--- src/rtl/stc_pkg.sv ---
package stc_pkg;

	// Epoch year and its residues for the Gregorian leap rule
	localparam int EpochBaseYear = 2000;
	localparam logic [1:0] BaseMod4   = 2'(EpochBaseYear % 4);
	localparam logic [6:0] BaseMod100 = 7'(EpochBaseYear % 100);
	localparam logic [8:0] BaseMod400 = 9'(EpochBaseYear % 400);

	localparam logic [16:0] SecsPerDay  = 17'd86400;
	localparam logic [16:0] SecsPerHour = 17'd3600;
	localparam logic [16:0] SecsPerMin  = 17'd60;

	// Rounded-up reciprocals, scaled by 2^RecipShift, of the odd part of each
	// divisor: 86400 = 128 * 675, 3600 = 16 * 225, 60 = 4 * 15
	localparam int RecipShift = 35;
	localparam logic [31:0] RecipDay  = 32'd50903317;
	localparam logic [31:0] RecipHour = 32'd152709949;
	localparam logic [31:0] RecipMin  = 32'd2290649225;

	// Multiply steps ahead of the remainder step for each split
	localparam logic [5:0] DivDaySteps  = 6'd1;
	localparam logic [5:0] DivHourSteps = 6'd1;
	localparam logic [5:0] DivMinSteps  = 6'd1;

	// Configuration register indexes
	localparam int CfgIdxW = 8;
	localparam logic [CfgIdxW-1:0] CfgZoneHours   = 8'd0;
	localparam logic [CfgIdxW-1:0] CfgEpochWeekday = 8'd1;

	typedef enum logic [2:0] {
		ST_IDLE,
		ST_DIV_DAY,
		ST_DIV_HOUR,
		ST_DIV_MIN,
		ST_YEARS,
		ST_MONTHS,
		ST_DONE
	} ctl_state_t;

	// Which split the shared multiplier is working on
	typedef enum logic [1:0] {
		DS_DAY,
		DS_HOUR,
		DS_MIN
	} div_sel_t;

	typedef struct packed {
		logic load_day;
		logic div_step;
		logic latch_day;
		logic latch_hour;
		logic latch_min;
		logic year_step;
		logic month_step;
	} dp_cmd_t;

	typedef struct packed {
		logic year_done;
		logic month_done;
	} dp_sts_t;

	// Days in a month of a common year, month 0 is January
	function automatic logic [4:0] month_days(input logic [3:0] mon);
		logic [4:0] len;
		case (mon)
			4'd1: len = 5'd28;
			4'd3, 4'd5, 4'd8, 4'd10: len = 5'd30;
			default: len = 5'd31;
		endcase
		return len;
	endfunction

	// Remainder by seven of a small value, by conditional subtraction
	function automatic logic [2:0] mod7(input logic [5:0] x);
		logic [5:0] v;
		v = x;
		if (v >= 6'd56) v = v - 6'd56;
		if (v >= 6'd28) v = v - 6'd28;
		if (v >= 6'd14) v = v - 6'd14;
		if (v >= 6'd7)  v = v - 6'd7;
		return v[2:0];
	endfunction

endpackage

--- src/rtl/stc_ctrl.sv ---
module stc_ctrl (
	input  logic             clk,
	input  logic             arst_n,
	input  logic             start,
	input  stc_pkg::dp_sts_t sts,
	output stc_pkg::dp_cmd_t cmd,
	output logic             busy,
	output logic             done
);

	stc_pkg::ctl_state_t state_q, state_d;
	logic [5:0] cnt_q, cnt_d;

	always_ff @(posedge clk or negedge arst_n) begin
		if (!arst_n) begin
			state_q <= stc_pkg::ST_IDLE;
			cnt_q   <= '0;
		end else begin
			state_q <= state_d;
			cnt_q   <= cnt_d;
		end
	end

	always_comb begin
		state_d = state_q;
		cnt_d   = cnt_q;
		cmd     = '0;
		busy    = 1'b1;
		done    = 1'b0;
		case (state_q)
			stc_pkg::ST_IDLE: begin
				busy = 1'b0;
				if (start) begin
					cmd.load_day = 1'b1;
					cnt_d        = stc_pkg::DivDaySteps;
					state_d      = stc_pkg::ST_DIV_DAY;
				end
			end
			stc_pkg::ST_DIV_DAY: begin
				if (cnt_q != '0) begin
					cmd.div_step = 1'b1;
					cnt_d        = cnt_q - 6'd1;
				end else begin
					cmd.latch_day = 1'b1;
					cnt_d         = stc_pkg::DivHourSteps;
					state_d       = stc_pkg::ST_DIV_HOUR;
				end
			end
			stc_pkg::ST_DIV_HOUR: begin
				if (cnt_q != '0) begin
					cmd.div_step = 1'b1;
					cnt_d        = cnt_q - 6'd1;
				end else begin
					cmd.latch_hour = 1'b1;
					cnt_d          = stc_pkg::DivMinSteps;
					state_d        = stc_pkg::ST_DIV_MIN;
				end
			end
			stc_pkg::ST_DIV_MIN: begin
				if (cnt_q != '0) begin
					cmd.div_step = 1'b1;
					cnt_d        = cnt_q - 6'd1;
				end else begin
					cmd.latch_min = 1'b1;
					state_d       = stc_pkg::ST_YEARS;
				end
			end
			stc_pkg::ST_YEARS: begin
				if (sts.year_done) state_d = stc_pkg::ST_MONTHS;
				else cmd.year_step = 1'b1;
			end
			stc_pkg::ST_MONTHS: begin
				if (sts.month_done) state_d = stc_pkg::ST_DONE;
				else cmd.month_step = 1'b1;
			end
			stc_pkg::ST_DONE: begin
				done    = 1'b1;
				state_d = stc_pkg::ST_IDLE;
			end
			default: state_d = stc_pkg::ST_IDLE;
		endcase
	end

endmodule

--- src/rtl/stc_datapath.sv ---
module stc_datapath (
	input  logic                        clk,
	input  logic                        arst_n,
	input  logic                        cfg_we,
	input  logic [stc_pkg::CfgIdxW-1:0] cfg_index,
	input  logic [4:0]                  cfg_data,
	input  logic [31:0]                 epoch_seconds,
	input  stc_pkg::dp_cmd_t            cmd,
	output stc_pkg::dp_sts_t            sts,
	output logic [6:0]                  year_in_century,
	output logic [3:0]                  month_of_year,
	output logic [4:0]                  day_of_month,
	output logic [2:0]                  day_of_week,
	output logic [4:0]                  hour_of_day,
	output logic [5:0]                  minute_of_hour,
	output logic [5:0]                  second_of_minute
);

	logic signed [4:0] zone_hours_q;
	logic [2:0]  epoch_weekday_q;

	logic [31:0]       div_num_q;
	logic [15:0]       div_quo_q;
	stc_pkg::div_sel_t div_sel_q;

	logic [15:0] day_q;
	logic [3:0]  mon_q;
	logic [2:0]  wk_q;
	logic [6:0]  yic_q;
	logic [1:0]  m4_q;
	logic [6:0]  m100_q;
	logic [8:0]  m400_q;
	logic [4:0]  hour_q;
	logic [5:0]  min_q;
	logic [5:0]  sec_q;

	logic signed [16:0] zone_secs;
	logic [31:0] secs;
	logic [24:0] mul_a;
	logic [31:0] mul_b;
	logic [50:0] mul_p;
	logic [16:0] div_dvsr;
	logic [31:0] div_rem;
	logic        leap;
	logic [8:0]  ylen;
	logic [4:0]  mlen;
	logic [1:0]  ymod7;
	logic [2:0]  mmod7;

	always_ff @(posedge clk or negedge arst_n) begin
		if (!arst_n) begin
			zone_hours_q    <= '0;
			epoch_weekday_q <= 3'd7;
		end else if (cfg_we) begin
			if (cfg_index == stc_pkg::CfgZoneHours) zone_hours_q <= $signed(cfg_data);
			else if (cfg_index == stc_pkg::CfgEpochWeekday) epoch_weekday_q <= cfg_data[2:0];
		end
	end

	// Zone offset in seconds, wrapped into the 32-bit count
	assign zone_secs = zone_hours_q * $signed(stc_pkg::SecsPerHour);
	assign secs = epoch_seconds + {{15{zone_secs[16]}}, zone_secs};

	// Drop the power-of-two factor of the divisor, then multiply by the
	// reciprocal of the odd part
	always_comb begin
		case (div_sel_q)
			stc_pkg::DS_DAY: begin
				mul_a    = div_num_q[31:7];
				mul_b    = stc_pkg::RecipDay;
				div_dvsr = stc_pkg::SecsPerDay;
			end
			stc_pkg::DS_HOUR: begin
				mul_a    = {12'd0, div_num_q[16:4]};
				mul_b    = stc_pkg::RecipHour;
				div_dvsr = stc_pkg::SecsPerHour;
			end
			default: begin
				// minutes
				mul_a    = {15'd0, div_num_q[11:2]};
				mul_b    = stc_pkg::RecipMin;
				div_dvsr = stc_pkg::SecsPerMin;
			end
		endcase
	end

	assign mul_p   = {26'd0, mul_a} * {19'd0, mul_b};
	assign div_rem = div_num_q - ({16'd0, div_quo_q} * {15'd0, div_dvsr});

	assign leap = ((m4_q == 2'd0) && (m100_q != 7'd0)) || (m400_q == 9'd0);
	assign ylen = leap ? 9'd366 : 9'd365;
	assign ymod7 = leap ? 2'd2 : 2'd1;
	assign mlen = stc_pkg::month_days(mon_q) + {4'd0, (leap && (mon_q == 4'd1))};

	always_comb begin
		case (mlen)
			5'd29:   mmod7 = 3'd1;
			5'd30:   mmod7 = 3'd2;
			5'd31:   mmod7 = 3'd3;
			default: mmod7 = 3'd0;
		endcase
	end

	assign sts.year_done  = day_q < {7'd0, ylen};
	assign sts.month_done = (mon_q == 4'd11) || (day_q < {11'd0, mlen});

	always_ff @(posedge clk) begin
		if (cmd.load_day) begin
			div_num_q <= secs;
			div_sel_q <= stc_pkg::DS_DAY;
		end else if (cmd.div_step) begin
			div_quo_q <= 16'(mul_p >> stc_pkg::RecipShift);
		end else if (cmd.latch_day) begin
			div_num_q <= div_rem;
			div_sel_q <= stc_pkg::DS_HOUR;
		end else if (cmd.latch_hour) begin
			div_num_q <= div_rem;
			div_sel_q <= stc_pkg::DS_MIN;
		end

		if (cmd.latch_day) begin
			day_q  <= div_quo_q;
			mon_q  <= '0;
			wk_q   <= stc_pkg::mod7(6'(epoch_weekday_q) + 6'd6);
			yic_q  <= '0;
			m4_q   <= stc_pkg::BaseMod4;
			m100_q <= stc_pkg::BaseMod100;
			m400_q <= stc_pkg::BaseMod400;
		end else if (cmd.year_step) begin
			day_q  <= day_q - {7'd0, ylen};
			wk_q   <= stc_pkg::mod7(6'(wk_q) + 6'(ymod7));
			yic_q  <= (yic_q == 7'd99) ? 7'd0 : yic_q + 7'd1;
			m4_q   <= m4_q + 2'd1;
			m100_q <= (m100_q == 7'd99) ? 7'd0 : m100_q + 7'd1;
			m400_q <= (m400_q == 9'd399) ? 9'd0 : m400_q + 9'd1;
		end else if (cmd.month_step) begin
			day_q <= day_q - {11'd0, mlen};
			wk_q  <= stc_pkg::mod7(6'(wk_q) + 6'(mmod7));
			mon_q <= mon_q + 4'd1;
		end

		if (cmd.latch_hour) hour_q <= div_quo_q[4:0];
		if (cmd.latch_min) begin
			min_q <= div_quo_q[5:0];
			sec_q <= div_rem[5:0];
		end
	end

	assign year_in_century  = yic_q;
	assign month_of_year    = mon_q + 4'd1;
	assign day_of_month     = day_q[4:0] + 5'd1;
	assign day_of_week      = stc_pkg::mod7(6'(wk_q) + day_q[5:0]) + 3'd1;
	assign hour_of_day      = hour_q;
	assign minute_of_hour   = min_q;
	assign second_of_minute = sec_q;

endmodule

--- src/rtl/seconds_to_calendar_top.sv ---
// Epoch seconds to calendar date and time.
// Command channel: drive epoch_seconds and raise start; the transaction is
// taken at the clock edge where start is high and busy is low. busy stays
// high until the result has been shown.
// Result channel: done is high for exactly one cycle, and the seven fields
// are valid in that cycle; they hold until the next command is taken.
// The receiver cannot stall, so it must capture the result on done.
// Configuration: cfg_valid with cfg_index and cfg_data, always ready.
// Index 0 is zone_hours (signed whole hours), index 1 is epoch_weekday;
// other indexes are dropped. Write only while busy is low.
// One shared multiplier splits by reciprocal: a multiply step and then a
// remainder step for each of the day, hour and minute splits; then one
// year or one month is walked per cycle, and each walk ends in a step
// that sees it is done. The year walk covers up to 136 whole years and
// the month walk up to 11 whole months.
// A new command is taken the cycle after done.
// Reset: arst_n clears the controller to idle, zone_hours to 0 and
// epoch_weekday to 7 (Saturday).
module seconds_to_calendar_top (
	input  logic                        clk,
	input  logic                        arst_n,
	input  logic                        start,
	output logic                        busy,
	input  logic [31:0]                 epoch_seconds,
	output logic                        done,
	output logic [6:0]                  year_in_century,
	output logic [3:0]                  month_of_year,
	output logic [4:0]                  day_of_month,
	output logic [2:0]                  day_of_week,
	output logic [4:0]                  hour_of_day,
	output logic [5:0]                  minute_of_hour,
	output logic [5:0]                  second_of_minute,
	input  logic                        cfg_valid,
	output logic                        cfg_ready,
	input  logic [stc_pkg::CfgIdxW-1:0] cfg_index,
	input  logic [4:0]                  cfg_data
);

	stc_pkg::dp_cmd_t cmd;
	stc_pkg::dp_sts_t sts;

	// Registers accept a write in any cycle
	assign cfg_ready = 1'b1;

	stc_ctrl u_ctrl (
		.clk    (clk),
		.arst_n (arst_n),
		.start  (start),
		.sts    (sts),
		.cmd    (cmd),
		.busy   (busy),
		.done   (done)
	);

	stc_datapath u_dp (
		.clk              (clk),
		.arst_n           (arst_n),
		.cfg_we           (cfg_valid && cfg_ready),
		.cfg_index        (cfg_index),
		.cfg_data         (cfg_data),
		.epoch_seconds    (epoch_seconds),
		.cmd              (cmd),
		.sts              (sts),
		.year_in_century  (year_in_century),
		.month_of_year    (month_of_year),
		.day_of_month     (day_of_month),
		.day_of_week      (day_of_week),
		.hour_of_day      (hour_of_day),
		.minute_of_hour   (minute_of_hour),
		.second_of_minute (second_of_minute)
	);

`ifndef NO_ASSERTIONS
	// A taken command keeps the block busy in the next cycle
	a_busy_after_start: assert property (@(posedge clk) disable iff (!arst_n)
		(start && !busy) |=> busy) else $error("busy not raised after command");

	// The result strobe lasts one cycle and only within a transaction
	a_done_pulse: assert property (@(posedge clk) disable iff (!arst_n)
		done |-> busy ##1 !done) else $error("done not a single busy cycle");

	// The result fields are in range when shown
	a_fields_range: assert property (@(posedge clk) disable iff (!arst_n)
		done |-> (month_of_year >= 4'd1 && month_of_year <= 4'd12 &&
			day_of_month >= 5'd1 && hour_of_day <= 5'd23 &&
			minute_of_hour <= 6'd59 && second_of_minute <= 6'd59 &&
			year_in_century <= 7'd99 && day_of_week >= 3'd1))
		else $error("result field out of range");

	// The date fields of the result are held stable in the cycle after done
	a_result_hold: assert property (@(posedge clk) disable iff (!arst_n)
		done |=> ($stable(year_in_century) && $stable(month_of_year) &&
			$stable(day_of_month) && $stable(day_of_week)))
		else $error("result changed after done");
`endif

endmodule
--- config.mk ---
export PLATFORM = sky130hd
export DESIGN_NAME = seconds_to_calendar_top
export DESIGN_NICKNAME = d
export VERILOG_FILES = /design/src/rtl/stc_pkg.sv /design/src/rtl/stc_ctrl.sv /design/src/rtl/stc_datapath.sv /design/src/rtl/seconds_to_calendar_top.sv
export SDC_FILE = /design/constraint.sdc
export NUM_CORES = 2
export LEC_CHECK = 0
export BUFFER_PORTS_ARGS = -buffer_cell sky130_fd_sc_hd__buf_2
export CAP_MARGIN = 20
export CORE_UTILIZATION = 59
export CTS_CLUSTER_SIZE = 20
export DETAILED_ROUTE_END_ITERATION = 10
export GPL_TIMING_DRIVEN = 0
export PLACE_DENSITY_LB_ADDON = 0.15
export SLEW_MARGIN = 20
export SYNTH_ARGS = -nofsm -noshare
export SYNTH_HDL_FRONTEND = slang
export SYNTH_HIERARCHICAL = 1
export SYNTH_SLANG_ARGS = --single-unit
--- constraint.sdc ---
create_clock -name clk -period 23.3 [get_ports clk]
set_input_delay 4.66 -clock clk [delete_from_list [all_inputs] [get_ports clk]]
set_output_delay 4.66 -clock clk [all_outputs]
set_load 0.01 [all_outputs]
==> impl_metrics.ini <==
[finish]
nNetsFinal = 4659
antennaDiodeCount = 0
syn_to_final_growth_pct = 7.414
post-route-util_pct = 64.46
fin_cells = 4233
nFillCells = 4492
drive_gt1_share_pct = 5.134

[floorplanning]
core_um2 = 52870
io_pins = 88
die_h_um = 233.9
start_util_pct = 60.01
die_area_um2 = 54700
die_x_um = 233.9
row_count = 84

[drt]
wire_per_inst_um = 19.58
top_layer = met5
routed_wl_um = 82890
wl_met1_um = 35370
vias_per_cell = 5.436
drc = 5
vias = 23009
wl_met2_um = 40160
drt_pass1_iterations = 9
drt_iter0_drc = 1492
dr_wl_met3_um = 5437
antenna_left = 0

[yosys]
synth_cells = 3329
synth_most_common_cell = inv_1
yosysWarnings = 6
ys_top_cells_by_count = 961 x inv_1, 551 x fa_1, 527 x ha_1
syn_area_per_cell_um2 = 9.530
yosys.area.top_type = fa_1
synth_seq_cells = 132
synthFlopType = edfxtp_1
syn_area_um2 = 31730
ys_types = 85
netlist.area_leader.share_pct = 34.77
ys_seq_area_share_pct = 11.26
synth_area_leaders = fa_1 35%, ha_1 21%, inv_1 11%, edfxtp_1 8.0%, xnor2_1 2.3%
synth_edf_count = 84
synth-async-reset-ratio_pct = 12.88

[power]
ir_worst_vdd_mv = 0.05234
netSwitchingPower_w = 0.0004764
seqPwrFrac_pct = 22.6
p_int_w = 0.0006846
power.density_nw_per_um2 = 34.07
clkPwrFrac_pct = 24.8
p_sw_share_pct = 41.04
leakage_nw = 18.12
combPwrFrac_pct = 52.6

[setup_path]
end_kind = output pin
cp.arrival_ns = 6.01
critical_path_class = flip-flop to output pin
cp-start-kind = flip-flop
crit_required_ns = 18.64
reg2reg_slack_ns = 12.69
crit_fanout = 7
reg2reg_depth = 27

[cts]
cts_resized = 0
h-tree-depth = 4
clock-sinks = 132
hold_buffers = 0
ctsRootBufferMaster = clkbuf_16
cts_tree = built
cts.clk_slew.worst_paths_ns = 0.07
clock_latency_ns = 0.46
numCtsBuffers = 17
cts_buffer_depth = 2
cts_setup_buffers = 0

[outcome]
outcome = finished, violations left
violations = design-rule violations

[placement]
dp_slack_ns = 12.96
hpwlAfterDp_um = 73940
port_buffers = 86
gp_congestion = 0.9812
placedCellCount = 4201

[global_routing]
antenna_found_initial = 1
grt_usage_pct = 32.04
grt.overflow.total = 0
grt_pass1_wl_um = 131300
grt_max_degree = 25
grt_pass1_vias = 24427

[sta]
max_freq_mhz = 93.68
fin_skew_ns = 0.01894
rsz0062_at_grt = no
slew_violations = 0
hold_violations = 0
setup_tns_ns = 0
setup_viol_count_final = 0
worst_slew_margin_rel_pct = 26.28
worst_pin_slew_ns = 1.094
min_period_over_period_pct = 45.81
post-route-min-period_ns = 10.67
finalWorstSetupSlack_ns = 12.63

[min_path]
whs_path_depth = 2
hold_class = flip-flop to flip-flop

[flow_run]
maxCapViolations = 0
## cell families (layout without fill, tap and decap cells)
| logic type | Yosys count | after routing | share of synthesized area, % |
|---|---|---|---|
| AO/OA/AOI/OAI | 369 | 369 | 7.509 |
| other | 3 | 98 | 0.03549 |
| multiplexers | 46 | 46 | 1.550 |
| AND/OR/NAND/NOR | 551 | 551 | 8.377 |
| adder cells (fa/ha/maj) | 1078 | 1078 | 55.55 |
| flip-flops | 132 | 132 | 11.26 |
| XOR/XNOR | 130 | 130 | 3.589 |
| buffers and inverters | 1020 | 1141 | 12.13 |
## layout by cell type (no fill, tap or decap), types with 16 or more instances in the layout
cell type	n
a21o_1	50
a21oi_1	109
and2_1	45
buf_2	89
clkbuf_1	50
clkbuf_16	21
conb_1	98
dfxtp_1	31
edfxtp_1	84
fa_1	551
ha_1	527
inv_1	961
mux2_2	18
mux2i_1	26
nand2_1	191
nand2b_1	20
nand3_1	28
nand4_1	16
nor2_1	121
nor2b_1	17
nor3_1	27
o21ai_0	84
xnor2_1	81
xor2_1	48
## worst max-delay path, stage by stage, from the launching register on
cell       delay [ns]
edfxtp_1         0.49
ha_1             0.27
fa_1             0.43
a21o_2           0.23
a32o_1           0.30
a211oi_1         0.51
ha_1             0.38
a2bb2oi_1        0.12
o221ai_2         0.32
nor2_4           0.11
xnor2_1          0.14
ha_1             0.19
and3_1           0.16
nor4_2           0.34
a21boi_4         0.29
mux2_4           0.32
ha_1             0.22
or4b_1           0.53
nand4_1          0.08
buf_2            0.13
## final timing paths
kind                                   startpoint                      end
worst max-delay path                 u_dp/wk_q[0]           day_of_week[2]
worst min-delay path                 u_dp/m4_q[1]             u_dp/m4_q[1]
worst max register to register  u_dp/div_sel_q[0]       u_dp/div_quo_q[15]
worst min register to register       u_dp/m4_q[1]             u_dp/m4_q[1]
max in group asynchronous                  arst_n  u_dp/epoch_weekday_q[0]
min in group asynchronous                  arst_n          u_ctrl/cnt_q[5]
## routing by layer
metal,vias up,track usage (%)
met2,688,54.34
met1,11534,42.85
li1,10684,-
met3,101,5.180
met4,2,7.873
met5,-,0
## cell type report
cell class / count / area (um2) / area share (%)
multi-input cells: 2272 / 24700 / 72.48
inverters: 962 / 3611 / 10.60
flip-flops and latches: 132 / 3572 / 10.48
well taps: 688 / 860.8 / 2.526
clock buffers: 21 / 525.5 / 1.542
repair buffers: 89 / 480.5 / 1.410
plain buffers: 58 / 236.5 / 0.6939
clock inverters: 11 / 92.59 / 0.2717
## state kept, by name, indices dropped and copies added, names as in the netlist, 4 cells and up
register,cells
u_dp/zone_hours_q,5
u_dp/div_num_q,32
u_ctrl/cnt_q,6
u_dp/year_in_century,7
u_dp/div_quo_q,16
u_dp/minute_of_hour,6
u_dp/m100_q,7
u_dp/hour_of_day,5
u_dp/day_q,16
u_dp/second_of_minute,6
u_dp/mon_q,4
u_dp/m400_q,9
## power by group through the flow
stage	registers (W)	clock network (W)	logic, W
2_1_floorplan	0.000267	0	0.000452
3_3_place_gp	0.000267	0	0.000583
3_5_place_dp	0.000267	0	0.000600
4_1_cts	0.000262	0.000293	0.000606
5_1_grt	0.000263	0.000301	0.000687
6_report	0.000263	0.000288	0.000610
## metrics by stage
step | hold WS (ns) | cell area [um2] | power (W)
after detailed placement | 0.4920 | 33450 | 0.0008672
after CTS | 0.5075 | 34070 | 0.001162
after global placement | 0.4741 | 33370 | 0.0008502
final | 0.5069 | 34080 | 0.001161
after global routing | 0.5663 | 34080 | 0.001251
after floorplan | 0.4604 | 32080 | 0.0007188
(Power assumes the default switching activity.)
